`src/sv/order_book_imbalance_features_defines.svh`:
```
// assertion macros for the order book imbalance block
`ifndef ORDER_BOOK_IMBALANCE_FEATURES_DEFINES_SVH
`define ORDER_BOOK_IMBALANCE_FEATURES_DEFINES_SVH
`ifndef SYNTHESIS
`define OBIF_ASSERT_NEVER(name, expr, msg) \
  name: assert property (@(posedge clk) disable iff (!rst_n) !(expr)) else $error(msg);
`define OBIF_ASSERT_IMPL(name, ante, cons, msg) \
  name: assert property (@(posedge clk) disable iff (!rst_n) (ante) |-> (cons)) \
    else $error(msg);
`define OBIF_ASSERT_NEXT(name, ante, cons, msg) \
  name: assert property (@(posedge clk) disable iff (!rst_n) (ante) |=> (cons)) \
    else $error(msg);
`else
`define OBIF_ASSERT_NEVER(name, expr, msg)
`define OBIF_ASSERT_IMPL(name, ante, cons, msg)
`define OBIF_ASSERT_NEXT(name, ante, cons, msg)
`endif
`endif

```
`src/sv/obif_fifo.sv`:
```
module obif_fifo #(
  parameter int W     = 244,
  parameter int DEPTH = 2
) (
  input  logic         clk,
  input  logic         rst_n,
  input  logic         push,
  input  logic [W-1:0] wr_data,
  output logic         full,
  input  logic         pop,
  output logic [W-1:0] rd_data,
  output logic         empty
);

  localparam int PTR_W = (DEPTH > 1) ? $clog2(DEPTH) : 1;
  localparam int CNT_W = $clog2(DEPTH + 1);

  logic [W-1:0]     slot_r [DEPTH];
  logic [PTR_W-1:0] wr_ptr_r, rd_ptr_r;
  logic [CNT_W-1:0] count_r;
  logic             do_push, do_pop;

  assign full    = (count_r == CNT_W'(DEPTH));
  assign empty   = (count_r == '0);
  assign do_push = push && !full;
  assign do_pop  = pop && !empty;
  assign rd_data = slot_r[rd_ptr_r];

  always_ff @(posedge clk) begin
    if (!rst_n) begin
      wr_ptr_r <= '0;
      rd_ptr_r <= '0;
      count_r  <= '0;
    end else begin
      if (do_push) begin
        wr_ptr_r <= (wr_ptr_r == PTR_W'(DEPTH - 1)) ? '0 : wr_ptr_r + 1'b1;
      end
      if (do_pop) begin
        rd_ptr_r <= (rd_ptr_r == PTR_W'(DEPTH - 1)) ? '0 : rd_ptr_r + 1'b1;
      end
      if (do_push && !do_pop) begin
        count_r <= count_r + 1'b1;
      end else if (do_pop && !do_push) begin
        count_r <= count_r - 1'b1;
      end
    end
  end

  always_ff @(posedge clk) begin
    if (do_push) begin
      slot_r[wr_ptr_r] <= wr_data;
    end
  end

endmodule

```
`config.mk`:
```
export PLATFORM = sky130hd
export DESIGN_NAME = obif_fifo
export DESIGN_NICKNAME = d
export VERILOG_FILES = /design/src/sv/order_book_imbalance_features_defines.svh /design/src/sv/obif_fifo.sv
export SDC_FILE = /design/constraint.sdc
export NUM_CORES = 1
export LEC_CHECK = 0
export ABC_AREA = 1
export CORE_ASPECT_RATIO = 0.6
export CORE_MARGIN = 3
export CORE_UTILIZATION = 63
export CTS_CLUSTER_SIZE = 20
export DETAILED_ROUTE_END_ITERATION = 10
export DONT_BUFFER_PORTS = 1
export HOLD_SLACK_MARGIN = 0.15
export PLACE_DENSITY = 0.91
export SYNTH_ARGS = -nofsm -noshare
export SYNTH_HDL_FRONTEND = slang
export SYNTH_SLANG_ARGS = --single-unit
```
`constraint.sdc`:
```
create_clock -name clk -period 15.01 [get_ports clk]
set_input_delay 1.501 -clock clk [delete_from_list [all_inputs] [get_ports clk]]
set_output_delay 1.501 -clock clk [all_outputs]
set_load 0.005 [all_outputs]
```
==> run metrics <==
vias in the first global route 7957; Netlist cell types 14; Starting Density 0.655; WL final 38600 um; Crit. End Element output pin; Yosys reg bits 493; status finished clean; share of cells above drive strength 1 0.368; # clock sinks 493; dpl cell area roughly 19000 um2; largest family of logic cells by synthesized area multiplexers; drt drc 0; PostCTS Resize Cnt 0; Die ar. 31500 um2; Root Buffer clkbuf_16; H-tree depth 2; clock-pin transition on the worst setup and hold timing paths approximately 0.060 ns; maximum VDD drop between 0.0001 and 0.00015 V; DRT antenna net count 0; first-pass GRT wire length roughly 54000 um; PwrDens 173 nW/um2; adder-cell share of the synthesized area 0.000676; hold depth 2; Skew-Pair Late Insertion Delay about 0.53 ns; most frequent cells in the layout edfxtp_1, mux2_4, mux2_2; xor and xnor fraction of the mapped netlist area 0; Final Hold Viols 0; CTS tree done; DRT iter0 DRCs 629; commonest non-fill, non-tap cell in the layout edfxtp_1; Core Region 28200 um2; CTS Hold Buffers Added 0; worst slew pin tran 1.17 ns; Synth area leaders edfxtp_1, mux2_4, mux2_2; CP max FO 64; finished layout cell area 20100 um2; FF-to-FF path depth 4; IO Port Bufs 0; CTS Buf Count 42; max-cap viol count 0; Layout area overhead 8.67%; Syn Nets 1046; DR vias/cell 6.19; total global-route track usage 0.238; Final Critical Period 4.46 ns; Slew headroom 0.223; Min-Delay Path Class flop to flop; pre-CTS setup slack 10.18 ns; die height 139 um; register area share after synthesis 0.798; setup TNS 0 ns; final setup vio count 0; largest net degree at the start of global routing roughly 120; CP required 13.51 ns; worst path arrival time about 3 ns; Overflow after GRT 0; Reg-to-Reg End slot_r[0][153]; largest area contributor in the netlist edfxtp_1; initial antenna violation count 1; Clock Tree Buf Depth 3; Post-Synthesis Cell Area 18500 um2; die width 227 um; Setup crit start kind flop; Worst Hold Path EP rd_ptr_r; final clock skew 0.0113 ns; total iterations of the first detailed-routing run 5; mux cell area share after synthesis 0.181; unrepaired setup endpoints after global routing false; Reg2Reg Setup Slack 11.20 ns; io pins 494; non-filler cells, final approximately 1200; nets 1072; Final Max Slew Viols 0; total of warnings raised by yosys 0; HPWL Detailed 26400 um; FP Rows 47; Placed Cells 1146; post-DR wirelength/cell 31.5 um; P_leak 6.83 nW; Setup Buffers After CTS 0; RR Startpoint count_r[0]; top cell type's share of synthesized area 0.792; GP Congestion 0.866; Mapped Avg Cell Area roughly 23 um2; post-synthesis simple-gate area fraction 0.00406; Post-Syn Instances approximately 800; period utilization 0.297; vias 7584; critical path class flop to output pin; hold_sp rd_ptr_r; Fmax 224 MHz; Compound-Gate Fraction of Synth Area 0.00108; PnR worst setup slack about 11 ns
how the worst max path moves through the flow:
stage / to / slack [ns] / start / depth (start not counted)
after floorplan: slot_r[0][0] / 2.39 / push / 2
after global placement: slot_r[0][40] / 10.27 / push / 4
after detailed placement: slot_r[0][128] / 10.18 / push / 4
after CTS: rd_data[222] / 10.50 / flop / 2
after global routing: rd_data[222] / 10.38 / flop / 2
final: rd_data[222] / 10.55 / flop / 2
where the power goes:
part / internal (mW) / switching (mW)
Sequential: 1.74 / 0.0692
Clock: 0.566 / 0.455
Combinational: 0.289 / 0.347
Total: 2.60 / 0.871
per-layer routing:
layer,vias up,part of all wire,wire length [um],GRT usage
li1,3205,-,-,-
met3,66,0.12,4540,0.110
met5,-,0,0,0
met1,3910,0.35,13400,0.267
met2,403,0.51,19700,0.404
met4,0,0.025,977,0.0778
synthesized netlist by cell type (all sizes together):
library cell / number
inv: 9
edfxtp: 488
mux2: 244
nand3: 1
ha: 1
a21oi: 1
nor2: 11
o21ai: 3
dfxtp: 5
nand2: 6
nand4: 1
buf: 27
logic make-up after synthesis:
group                      after synthesis
muxes                                  244
AOI/OAI and AO/OA                        4
adders and majority gates                1
DFF                                    493
and+or+nand+nor                         19
buffers and inverters                   36
cell type report:
class / instances / area, um2
flip-flops and latches: 493 / 14800
fillers: 1532 / 8130
multi-input cells: 268 / 3470
clock buffers: 56 / 1170
well taps: 367 / 459
clock inverters: 19 / 123
repair buffers: 9 / 80.1
inverters: 9 / 33.8
diodes: 4 / 10.0
sequential cells by signal, indices dropped and copies added, names as in the netlist, named ones only:
register / count
wr_ptr_r: 1
rd_ptr_r: 1
slot_r: 488
count_r: 2
per-stage QoR:
step	hold WS [ns]	total power, mW	util
floorplan	0.467	2.41	-
global placement	0.478	2.45	0.666
detailed placement	0.507	2.48	0.666
CTS	0.509	3.51	0.712
global route	0.533	3.60	0.712
finish	0.508	3.47	0.712
critical path, stage by stage, from the launching register on:
cell and delay [ns]:
dfxtp_4 0.92, buf_4 0.98, mux2_2 0.44
Power figures use the tool's default switching activity.
