$ cat src/sv/order_book_imbalance_features_defines.svh
// assertion macros for the order book imbalance block
`ifndef ORDER_BOOK_IMBALANCE_FEATURES_DEFINES_SVH
`define ORDER_BOOK_IMBALANCE_FEATURES_DEFINES_SVH
`ifndef SYNTHESIS
`define OBIF_ASSERT_NEVER(name, expr, msg) \
  name: assert property (@(posedge clk) disable iff (!rst_n) !(expr)) else $error(msg);
`define OBIF_ASSERT_IMPL(name, ante, cons, msg) \
  name: assert property (@(posedge clk) disable iff (!rst_n) (ante) |-> (cons)) \
    else $error(msg);
`define OBIF_ASSERT_NEXT(name, ante, cons, msg) \
  name: assert property (@(posedge clk) disable iff (!rst_n) (ante) |=> (cons)) \
    else $error(msg);
`else
`define OBIF_ASSERT_NEVER(name, expr, msg)
`define OBIF_ASSERT_IMPL(name, ante, cons, msg)
`define OBIF_ASSERT_NEXT(name, ante, cons, msg)
`endif
`endif

$ cat src/sv/obif_pkg.sv
package obif_pkg;

  typedef struct packed {
    logic [31:0] bid_qty;
    logic [31:0] ask_qty;
    logic        bid_present;
    logic        ask_present;
  } in_item_t;

  typedef struct packed {
    logic signed [15:0] top_imbalance;
    logic signed [15:0] weighted_imbalance;
    logic [15:0]        bid_rise_ratio;
    logic [15:0]        ask_rise_ratio;
  } out_item_t;

  typedef struct packed {
    logic [4:0]  levels_in_use;
    logic [15:0] decay_factor;
    logic [15:0] pressure_floor;
  } cfg_t;

  localparam int CFG_IDX_W = 2;
  localparam int CFG_DATA_W = 16;

  localparam logic [CFG_IDX_W-1:0] CFG_LEVELS_IN_USE  = 2'd0;
  localparam logic [CFG_IDX_W-1:0] CFG_LEVEL_DECAY    = 2'd1;
  localparam logic [CFG_IDX_W-1:0] CFG_PRESSURE_FLOOR = 2'd2;

  localparam logic [4:0]  LEVELS_RESET = 5'd10;
  localparam logic [15:0] DECAY_RESET  = 16'd52429;
  localparam logic [15:0] FLOOR_RESET  = 16'd256;

  // one in q1.16
  localparam logic [16:0] WEIGHT_ONE = 17'h10000;

endpackage

$ cat src/sv/obif_back.sv
module obif_back #(
  parameter int TOP_W  = 34,
  parameter int WGT_W  = 52,
  parameter int RISE_W = 36,
  parameter int REC_W  = 244
) (
  input  logic                clk,
  input  logic                rst_n,
  input  logic [REC_W-1:0]    rec_data,
  input  logic                rec_empty,
  output logic                rec_pop,
  input  obif_pkg::cfg_t      cfg,
  input  logic                out_pop,
  output obif_pkg::out_item_t out_data,
  output logic                out_empty
);

  localparam int SUM_W = (TOP_W > WGT_W) ? ((TOP_W > RISE_W) ? TOP_W : RISE_W)
                                         : ((WGT_W > RISE_W) ? WGT_W : RISE_W);
  localparam int DEN_W = SUM_W + 1;

  localparam int OFS_ARISE = 0;
  localparam int OFS_BRISE = RISE_W;
  localparam int OFS_WASK  = 2 * RISE_W;
  localparam int OFS_WBID  = 2 * RISE_W + WGT_W;
  localparam int OFS_TASK  = 2 * RISE_W + 2 * WGT_W;
  localparam int OFS_TBID  = 2 * RISE_W + 2 * WGT_W + TOP_W;

  localparam logic [4:0] IMB_BITS = 5'd15;
  localparam logic [4:0] PRS_BITS = 5'd16;

  typedef enum logic [3:0] {
    B_IDLE  = 4'b0001,
    B_SETUP = 4'b0010,
    B_DIV   = 4'b0100,
    B_DONE  = 4'b1000
  } bstate_t;

  typedef enum logic [3:0] {
    PH_TOP = 4'b0001,
    PH_WGT = 4'b0010,
    PH_BID = 4'b0100,
    PH_ASK = 4'b1000
  } phase_t;

  bstate_t state_r;
  phase_t  phase_r;

  logic [DEN_W-1:0] rem_r, den_r;
  logic [16:0]      quo_r;
  logic [4:0]       step_r, bits_r;
  logic             neg_r, zero_r;
  logic [15:0]      top_res_r, wgt_res_r, bid_res_r, ask_res_r;
  logic             out_valid_r;
  obif_pkg::out_item_t out_data_r;

  logic [DEN_W-1:0] op_b, op_a, imb_tot, imb_diff, rise_tot, flr, norm;
  logic [DEN_W-1:0] num_sel, den_sel;
  logic [DEN_W:0]   cand;
  logic             ge, div_last, load_out;
  logic [DEN_W-1:0] rem_nxt;
  logic [16:0]      quo_nxt;
  logic [14:0]      imb_mag;
  logic [15:0]      imb_res, prs_res;
  logic [15:0]      floor_eff;

  always_comb begin
    case (phase_r)
      PH_TOP: begin
        op_b = DEN_W'(rec_data[OFS_TBID +: TOP_W]);
        op_a = DEN_W'(rec_data[OFS_TASK +: TOP_W]);
      end
      PH_WGT: begin
        op_b = DEN_W'(rec_data[OFS_WBID +: WGT_W]);
        op_a = DEN_W'(rec_data[OFS_WASK +: WGT_W]);
      end
      default: begin
        op_b = DEN_W'(rec_data[OFS_BRISE +: RISE_W]);
        op_a = DEN_W'(rec_data[OFS_ARISE +: RISE_W]);
      end
    endcase

    imb_tot   = op_b + op_a;
    imb_diff  = (op_b >= op_a) ? op_b - op_a : op_a - op_b;
    rise_tot  = imb_tot;
    floor_eff = (cfg.pressure_floor == '0) ? 16'd1 : cfg.pressure_floor;
    flr       = DEN_W'(floor_eff);
    norm      = (rise_tot > flr) ? rise_tot : flr;

    case (phase_r)
      PH_TOP, PH_WGT: begin
        num_sel = imb_diff;
        den_sel = imb_tot;
      end
      PH_BID: begin
        num_sel = op_b;
        den_sel = norm;
      end
      default: begin
        num_sel = op_a;
        den_sel = norm;
      end
    endcase

    // restoring division, the first step compares without a shift
    cand     = (step_r == '0) ? {1'b0, rem_r} : {rem_r, 1'b0};
    ge       = (cand >= {1'b0, den_r});
    rem_nxt  = ge ? DEN_W'(cand - {1'b0, den_r}) : cand[DEN_W-1:0];
    quo_nxt  = {quo_r[15:0], ge};
    div_last = (step_r == bits_r);

    imb_mag = (quo_nxt > 17'd32767) ? 15'h7FFF : quo_nxt[14:0];
    if (zero_r) begin
      imb_res = '0;
    end else if (neg_r) begin
      imb_res = 16'd0 - {1'b0, imb_mag};
    end else begin
      imb_res = {1'b0, imb_mag};
    end
    prs_res = (quo_nxt > 17'd65535) ? 16'hFFFF : quo_nxt[15:0];

    load_out = (state_r == B_DONE) && (!out_valid_r || out_pop);
  end

  assign rec_pop   = load_out;
  assign out_empty = !out_valid_r;
  assign out_data  = out_data_r;

  always_ff @(posedge clk) begin
    if (!rst_n) begin
      state_r     <= B_IDLE;
      phase_r     <= PH_TOP;
      step_r      <= '0;
      out_valid_r <= 1'b0;
    end else begin
      if (load_out) begin
        out_valid_r <= 1'b1;
      end else if (out_pop) begin
        out_valid_r <= 1'b0;
      end
      case (state_r)
        B_IDLE: begin
          if (!rec_empty) begin
            state_r <= B_SETUP;
            phase_r <= PH_TOP;
          end
        end
        B_SETUP: begin
          state_r <= B_DIV;
          step_r  <= '0;
        end
        B_DIV: begin
          step_r <= step_r + 5'd1;
          if (div_last) begin
            case (phase_r)
              PH_TOP: begin
                phase_r <= PH_WGT;
                state_r <= B_SETUP;
              end
              PH_WGT: begin
                phase_r <= PH_BID;
                state_r <= B_SETUP;
              end
              PH_BID: begin
                phase_r <= PH_ASK;
                state_r <= B_SETUP;
              end
              default: begin
                phase_r <= PH_TOP;
                state_r <= B_DONE;
              end
            endcase
          end
        end
        B_DONE: begin
          if (load_out) begin
            state_r <= B_IDLE;
          end
        end
        default: begin
          state_r <= B_IDLE;
        end
      endcase
    end
  end

  always_ff @(posedge clk) begin
    if (state_r == B_SETUP) begin
      rem_r  <= num_sel;
      den_r  <= den_sel;
      quo_r  <= '0;
      neg_r  <= (op_b < op_a);
      zero_r <= (den_sel == '0);
      bits_r <= ((phase_r == PH_TOP) || (phase_r == PH_WGT)) ? IMB_BITS : PRS_BITS;
    end else if (state_r == B_DIV) begin
      rem_r <= rem_nxt;
      quo_r <= quo_nxt;
      if (div_last) begin
        case (phase_r)
          PH_TOP:  top_res_r <= imb_res;
          PH_WGT:  wgt_res_r <= imb_res;
          PH_BID:  bid_res_r <= prs_res;
          default: ask_res_r <= prs_res;
        endcase
      end
    end
    if (load_out) begin
      out_data_r.top_imbalance      <= top_res_r;
      out_data_r.weighted_imbalance <= wgt_res_r;
      out_data_r.bid_rise_ratio     <= bid_res_r;
      out_data_r.ask_rise_ratio     <= ask_res_r;
    end
  end

endmodule

$ cat config.mk
export PLATFORM = sky130hd
export DESIGN_NAME = obif_back
export DESIGN_NICKNAME = d
export VERILOG_FILES = /design/src/sv/order_book_imbalance_features_defines.svh /design/src/sv/obif_pkg.sv /design/src/sv/obif_back.sv
export SDC_FILE = /design/constraint.sdc
export NUM_CORES = 1
export LEC_CHECK = 0
export ABC_AREA = 1
export BUFFER_PORTS_ARGS = -buffer_cell sky130_fd_sc_hd__buf_4
export CELL_PAD_IN_SITES_DETAIL_PLACEMENT = 0
export CELL_PAD_IN_SITES_GLOBAL_PLACEMENT = 1
export CORE_ASPECT_RATIO = 1.2
export CORE_MARGIN = 1
export CORE_UTILIZATION = 39
export CTS_BUF_LIST = sky130_fd_sc_hd__clkbuf_4 sky130_fd_sc_hd__clkbuf_8 sky130_fd_sc_hd__clkbuf_16
export DETAILED_ROUTE_END_ITERATION = 8
export PLACE_DENSITY_LB_ADDON = 0.1
export SLEW_MARGIN = 40
export SYNTH_ARGS = -nofsm -noshare
export SYNTH_HDL_FRONTEND = slang
export SYNTH_SLANG_ARGS = --single-unit
$ cat constraint.sdc
create_clock -name clk -period 5.1 [get_ports clk]
set_clock_uncertainty 0.15 [all_clocks]
set_input_delay 0.51 -clock clk [delete_from_list [all_inputs] [get_ports clk]]
set_output_delay 0.51 -clock clk [all_outputs]
set_load 0.05 [all_outputs]
==> results of run 1 <==
worst max-delay path: cells and delay by family (launching register included):
kind | cells | cell delay (ns)
flip-flops | 1 | 0.34
adder cells (fa/ha/maj) | 3 | 0.85
AO/OA/AOI/OAI | 3 | 0.34
buffers and inverters | 8 | 0.80
XOR/XNOR | 1 | 0.18
AND/OR/NAND/NOR | 22 | 2.47
sequential cells by signal, summed over array words and instances (netlist names):
signal,flops
out_data,64
den_r,53
rem_r,53
ask_res_r,16
bid_res_r,16
quo_r,16
top_res_r,16
wgt_res_r,16
step_r,5
phase_r,4
state_r,4
bits_r,2
neg_r,1
out_valid_r,1
zero_r,1
repair_timing:
item	CTS	global route
pin swaps	16	51
gates cloned	4	2
endpoints found under the setup margin	56	68
gates resized for setup	116	205
buffers inserted	16	41
through the flow:
| step | hold slack, ns | total power, mW |
|---|---|---|
| global placement | 0.250 | 26.9 |
| floorplan | 0.250 | 14.0 |
| finish | 0.0538 | 31.0 |
| CTS | 0.0454 | 29.4 |
| global route | 0.0507 | 32.9 |
| detailed placement | 0.255 | 26.9 |
logic make-up after synthesis:
group,Yosys count,synth area share (%)
simple gates,1713,25.0
compound gates,1043,21.3
buf+inv,922,12.6
flops,268,27.2
fa+ha+maj,232,10.3
xor+xnor,107,3.29
mux,9,0.321
worst max-delay path by stage:
stage / endpoint / cells after the start / slack, ns
global placement: zero_r$_DFFE_PP_ / 40 / -0.66
floorplan: top_res_r[14]$_DFFE_PP_ / 31 / 0.007
detailed placement: zero_r$_DFFE_PP_ / 40 / -0.74
global route: zero_r$_DFFE_PP_ / 40 / -0.42
finish: zero_r$_DFFE_PP_ / 37 / -0.22
CTS: zero_r$_DFFE_PP_ / 42 / -0.16
power breakdown:
part | switching, mW | internal, mW | total (mW)
combinational | 14.9 | 11.3 | 26.2
sequential | 0.139 | 2.99 | 3.13
clock | 0.756 | 0.910 | 1.67
layout by cell type (no fill, tap or decap), types with 9 or more instances in the layout:
| cell | n |
|---|---|
| sky130_fd_sc_hd__buf_4 | 1257 |
| sky130_fd_sc_hd__nand2_1 | 921 |
| sky130_fd_sc_hd__inv_1 | 755 |
| sky130_fd_sc_hd__a21oi_1 | 398 |
| sky130_fd_sc_hd__nor2_1 | 384 |
| sky130_fd_sc_hd__o21ai_0 | 256 |
| sky130_fd_sc_hd__edfxtp_1 | 238 |
| sky130_fd_sc_hd__ha_1 | 207 |
| sky130_fd_sc_hd__nand3_1 | 144 |
| sky130_fd_sc_hd__xor2_1 | 78 |
| sky130_fd_sc_hd__a22o_1 | 68 |
| sky130_fd_sc_hd__nand2_2 | 57 |
| sky130_fd_sc_hd__a21oi_2 | 42 |
| sky130_fd_sc_hd__o22ai_1 | 41 |
| sky130_fd_sc_hd__nor2_2 | 39 |
| sky130_fd_sc_hd__inv_2 | 36 |
| sky130_fd_sc_hd__nand4_1 | 36 |
| sky130_fd_sc_hd__nor3_1 | 31 |
| sky130_fd_sc_hd__o21a_1 | 29 |
| sky130_fd_sc_hd__o211ai_1 | 27 |
| sky130_fd_sc_hd__o21ai_1 | 26 |
| sky130_fd_sc_hd__dfxtp_1 | 26 |
| sky130_fd_sc_hd__nor4_1 | 25 |
| sky130_fd_sc_hd__xnor2_1 | 24 |
| sky130_fd_sc_hd__clkbuf_16 | 23 |
| sky130_fd_sc_hd__o221ai_1 | 22 |
| sky130_fd_sc_hd__a21oi_4 | 21 |
| sky130_fd_sc_hd__ha_4 | 21 |
| sky130_fd_sc_hd__buf_6 | 19 |
| sky130_fd_sc_hd__a21o_1 | 18 |
| sky130_fd_sc_hd__nor2_4 | 16 |
| sky130_fd_sc_hd__a31oi_1 | 16 |
| sky130_fd_sc_hd__buf_12 | 15 |
| sky130_fd_sc_hd__o21bai_1 | 14 |
| sky130_fd_sc_hd__nor3_2 | 13 |
| sky130_fd_sc_hd__nand3_2 | 12 |
| sky130_fd_sc_hd__a211oi_1 | 9 |
| sky130_fd_sc_hd__or2_2 | 9 |
| sky130_fd_sc_hd__a22oi_1 | 9 |
cell type report:
class	instances	area (sq um)
inverters	797	3010
clock buffers	26	569
well taps	935	1170
repair buffers	1297	10100
clock inverters	12	129
flip-flops and latches	268	7750
fillers	7345	31300
multi-input cells	3105	18300
per-layer routing:
layer | vias to the layer above | global-route usage, % | share of wire [%]
met1 | 15300 | 43.5 | 42
met5 | - | 0 | 0.0097
met3 | 230 | 2.46 | 4.9
li1 | 16500 | - | -
met4 | 2 | 16.3 | 5.4
met2 | 1038 | 60.8 | 48
==> impl_metrics.py, run 1 <==
metrics = {
    "placement": {
        "routability_congestion": 1.01,
        "port-buffer-count": 329,
        "dp_hpwl_mm": 115,
        "place_inst": 6345,
        "placement.cell_area_sq_mm": 0.0386,
        "place_worst_setup_slack_ns": -0.741,
    },
    "logic_synthesis": {
        "yosys_warnings": 0,
        "synth_fp_nets": 4811,
        "synth.top_cells.by_count": "958 x sky130_fd_sc_hd__nand2_1, 781 x sky130_fd_sc_hd__inv_1, 457 x sky130_fd_sc_hd__a21oi_1",
        "synthesis.area_sq_mm": 0.0284,
        "synth.most_common_cell": "sky130_fd_sc_hd__nand2_1",
        "yosysTopAreaCellShare_pct": 25.1,
        "postSynthAreaPerCell_sq_um": 6.62,
        "synth_edf_count": 238,
        "synth_top_flop_cell": "sky130_fd_sc_hd__edfxtp_1",
        "netlist_top_cells_area": "sky130_fd_sc_hd__edfxtp_1 25%, sky130_fd_sc_hd__nand2_1 13%, sky130_fd_sc_hd__inv_1 10%, sky130_fd_sc_hd__ha_1 10%, sky130_fd_sc_hd__a21oi_1 8.0%",
        "yosys.cell_types.count": 60,
        "synth_seq_area_share_pct": 27.2,
        "synth_area_leader_cell": "sky130_fd_sc_hd__edfxtp_1",
        "ys_seq_elements": 268,
        "asyncSetResetFlopFracSynth_pct": 0,
        "synth_cells": 4294,
    },
    "grt": {
        "vias_in_the_first_global_route": 32300,
        "grt_max_degree": 62,
        "grt_antenna_before_repair": 2,
        "track_usage_pct": 34.8,
        "grt_first_pass_wirelength_mm": 193,
        "grt_remaining_overflow": 0,
    },
    "setup_path": {
        "worstSetupStartpointType": "flop",
        "path_common_cell": "sky130_fd_sc_hd__nand2_1",
        "worst_setup_path_end_kind": "flop",
        "reg2reg_slack_ns": -0.22,
        "critical_path_required_ns": 5.32,
        "path_max_fanout": 7,
        "highest_cell_delay_on_the_worst_timing_path_ns": 0.41,
        "critical_path.startpoint": "phase_r[2]$_SDFFE_PN0P_",
        "critPathKind": "reg2reg",
        "r2r_cells": 37,
        "critical_path.slowest_cell": "sky130_fd_sc_hd__fa_2",
        "regToRegEndpoint": "zero_r$_DFFE_PP_",
        "cp_data_arrival_time_ns": 5.54,
        "crit-reg2reg-launch": "phase_r[2]$_SDFFE_PN0P_",
    },
    "final_layout": {
        "antenna-diode-count": 0,
        "finalInstanceArea_sq_mm": 0.0410,
        "drive_above_1_share_pct": 29.8,
        "finish.utilization_pct": 56.7,
        "post_layout_nonfiller_instances": 6440,
        "finalNetCount": 6007,
        "areaGrowthSynthToFinish_pct": 44.2,
    },
    "timing": {
        "layout_setup_ws_ns": -0.219,
        "maxSlewViolCount": 0,
        "hold_viol": 0,
        "setup_tns_ns": -0.231,
        "timing.final.setup_violations": 2,
        "final_period_minus_worst_setup_slack_ns": 5.32,
        "max-slew-margin-rel_pct": 44.6,
        "max_slew.worst_pin.slew_ns": 0.831,
        "grt_setup_unrepaired": "yes",
        "max_freq_mhz": 188,
        "min_period_over_period_pct": 104,
    },
    "outcome": {
        "violations_in_the_final_reports": "setup timing",
        "status": "finished, violations left",
    },
    "min_path": {
        "hold_path_class": "in2reg",
        "worst_hold_startpoint": "rst_n",
        "whs_endpoint": "phase_r[0]$_SDFFE_PN1P_",
        "timing.hold.worst_path_depth": 2,
    },
    "power": {
        "power_leakage_nw": 20.9,
        "ir_drop_v": 0.000473,
        "p_per_area_mw_per_mm2": 757,
    },
    "floorplanning": {
        "fp.dieArea_sq_mm": 0.0740,
        "std_cell_rows": 108,
        "die_h_um": 298,
        "die_w_um": 249,
        "design.portCount": 351,
        "start_util_pct": 39.3,
        "floorplan_core_area_sq_mm": 0.0723,
    },
    "route": {
        "postRouteWirelength_mm": 134,
        "drc": 0,
        "route.detailed.wl_per_inst_um": 20.7,
        "detailedRoute.firstPassIterationCount": 5,
        "dr.first_iter.drc_count": 2256,
        "post_drt_via_cell_ratio": 5.13,
        "vias": 33100,
        "final_antenna_net_count": 0,
    },
    "clock_network": {
        "cts_num_sinks": 268,
        "clk_root_buffer_cell": "sky130_fd_sc_hd__clkbuf_16",
        "number_of_buffers_created_by_cts": 21,
        "cts_hold_buffers": 0,
        "tritoncts": "yes",
        "insertion_delay_ns": 0.53,
        "clk_pin_slew_worst_paths_ns": 0.08,
        "clock_tree.htree_level_count": 1,
        "cts-root-to-sink-buffers": 3,
    },
    "run": {
        "drv.max_cap_violation_count": 0,
    },
}
(Power assumes the default switching activity.)
==> run 2: changes to the inputs <==
- clock period: 5.1 -> 4.31 ns (I/O delays scaled with it)
==> impl_metrics.py, run 2 (synthesis gave the netlist of run 1 again) <==
metrics = {
    "outcome": {
        "status": "finished, violations left",
        "violations_in_the_final_reports": "setup timing",
    },
    "route": {
        "route.detailed.wl_per_inst_um": 20.3,
        "postRouteWirelength_mm": 140,
        "dr.first_iter.drc_count": 2392,
        "post_drt_via_cell_ratio": 5.15,
        "drc": 0,
        "final_antenna_net_count": 0,
        "detailedRoute.firstPassIterationCount": 5,
        "vias": 35400,
    },
    "min_path": {
        "hold_path_class": "in2reg",
        "worst_hold_startpoint": "rec_empty",
    },
    "clock_network": {
        "clk_pin_slew_worst_paths_ns": 0.08,
        "clock_tree.htree_level_count": 1,
        "number_of_buffers_created_by_cts": 20,
        "cts_num_sinks": 268,
        "insertion_delay_ns": 0.53,
        "clk_root_buffer_cell": "sky130_fd_sc_hd__clkbuf_16",
        "cts-root-to-sink-buffers": 3,
        "tritoncts": "yes",
    },
    "grt": {
        "met3_usage_pct": 1.88,
        "vias_in_the_first_global_route": 34800,
        "grt_busiest_layer": "met2",
        "track_usage_pct": 36.0,
        "grt_remaining_overflow": 0,
        "grt_antenna_before_repair": 0,
        "grt_first_pass_wirelength_mm": 201,
        "global_route.usage.met2_pct": 63.1,
        "grt_util_met1_pct": 44.5,
        "grt_max_degree": 66,
    },
    "final_layout": {
        "layout.filler_cells": 6587,
        "finish.utilization_pct": 65.8,
        "finalNetCount": 6439,
        "post_layout_nonfiller_instances": 6872,
        "largest_reg_flops": 64,
        "drive_above_1_share_pct": 43.6,
        "layout.cells.most_common_list": "1618 x sky130_fd_sc_hd__buf_4, 876 x sky130_fd_sc_hd__nand2_1, 686 x sky130_fd_sc_hd__inv_1",
        "seqCellArea_sq_mm": 0.00776,
        "multi_input_comb_area_sq_mm": 0.0211,
        "layout_commonest_cell": "sky130_fd_sc_hd__buf_4",
        "areaGrowthSynthToFinish_pct": 67.1,
    },
    "placement": {
        "place_inst": 6655,
        "dp_hpwl_mm": 117,
        "port-buffer-count": 329,
        "routability_congestion": 1.05,
    },
    "timing": {
        "max-slew-margin-rel_pct": 35.9,
        "max_slew.worst_pin.slew_ns": 0.960,
        "grt_setup_unrepaired": "yes",
        "setup_tns_ns": -19.58,
        "final_period_minus_worst_setup_slack_ns": 5.13,
        "min_period_over_period_pct": 119,
        "timing.final.setup_violations": 69,
        "layout_setup_ws_ns": -0.821,
        "maxSlewViolCount": 0,
        "hold_viol": 0,
        "max_freq_mhz": 195,
    },
    "power": {
        "combinational_share_of_power_pct": 87.0,
        "power_leakage_nw": 23.5,
        "power_frac_seq_pct": 8.6,
        "ir_drop_v": 0.000472,
        "clock_power_share_pct": 4.4,
        "switching_share_pct": 49.8,
        "p_per_area_mw_per_mm2": 913,
        "intPower_mw": 21.8,
        "net_switching_mw": 21.6,
    },
    "floorplanning": {
        "die_h_um": 298,
        "die_w_um": 249,
        "fp.dieArea_sq_mm": 0.0740,
        "floorplan_core_area_sq_mm": 0.0723,
        "std_cell_rows": 108,
        "start_util_pct": 39.3,
        "design.portCount": 351,
    },
    "setup_path": {
        "worst_setup_path_end_kind": "flop",
        "highest_cell_delay_on_the_worst_timing_path_ns": 0.38,
        "worstSetupStartpointType": "flop",
        "timing.critical_path.buf_inv": 10,
        "cp_data_arrival_time_ns": 5.37,
        "path_max_fanout": 8,
        "critical_path.top_delay_family": "simple AND/OR/NAND/NOR gates",
        "critical_path.startpoint": "phase_r[1]$_SDFFE_PN0P_",
        "critical_path.slowest_cell": "sky130_fd_sc_hd__dfxtp_4",
        "path_common_cell": "sky130_fd_sc_hd__nand2_1",
        "critPathKind": "reg2reg",
        "crit-reg2reg-launch": "phase_r[1]$_SDFFE_PN0P_",
        "critical_path_required_ns": 4.55,
    },
    "run": {
        "drv.max_cap_violation_count": 0,
    },
}
## run 2: cell types whose count changed in the layout (fill, tap and decap cells not counted), sizes merged
cell and change:
clkinvlp +1, nand3 +2, bufbuf +1, clkinv +7, diode +1, buf +424, inv -6, dlygate4sd3 +1
nand2 +1
## run 2: layout make-up
cell class | count | share of cell area (%)
diodes | 1 | 0.00526
clock buffers | 24 | 1.15
clock inverters | 12 | 0.250
inverters | 797 | 6.43
multi-input cells | 3108 | 44.3
flip-flops and latches | 268 | 16.3
well taps | 935 | 2.46
repair buffers | 1725 | 29.0
repair inverters | 2 | 0.0421
## run 2: what timing repair did
action	4_1_cts	5_1_grt
gates cloned	14	7
setup buffers	80	100
hold buffers	1	0
endpoints found under the hold margin	1	0
setup endpoints to repair	74	92
pin swaps	81	193
resized for setup	438	623
## run 2: path summary, 6_finish.rpt
path,endpoint,slack [ns],depth (start not counted)
min,state_r[0]$_SDFFE_PN1P_,0.02,3
min reg2reg,out_data[41]$_DFFE_PP_,0.27,0
max,zero_r$_DFFE_PP_,-0.82,39
max reg2reg,zero_r$_DFFE_PP_,-0.82,39
## run 2: power groups by stage
stage | clock network [mW] | logic (mW) | registers [mW]
floorplan | 0 | 13.0 | 3.81
global placement | 0 | 29.1 | 3.76
detailed placement | 0 | 29.2 | 3.76
CTS | 1.95 | 32.7 | 3.71
global route | 2.03 | 39.9 | 3.74
finish | 1.92 | 37.8 | 3.72
## run 2: through the flow
stage          power, mW  cell area [sq um]  setup slack [ns]  hold WS [ns]
6_report            43.4              47500            -0.821        0.0164
5_1_grt             45.7              47500             -1.06        0.0529
4_1_cts             38.3              44400            -0.651      0.000284
3_5_place_dp        33.0              41200             -1.12         0.255
3_3_place_gp        32.9              41200             -1.02         0.250
2_1_floorplan       16.8              28800            -0.177         0.250
## run 2: metal layers
| layer | routed length (um) | part of all wire [%] |
|---|---|---|
| met5 | 0 | 0 |
| met1 | 57500 | 41 |
| met3 | 6580 | 4.7 |
| met4 | 8830 | 6.3 |
| met2 | 66700 | 48 |
## run 2: tightest hold or removal path, delay by kind of cell
kind	cells	cell delay, ns
buf+inv	1	0.08
simple gates	1	0.05
compound gates	1	0.09
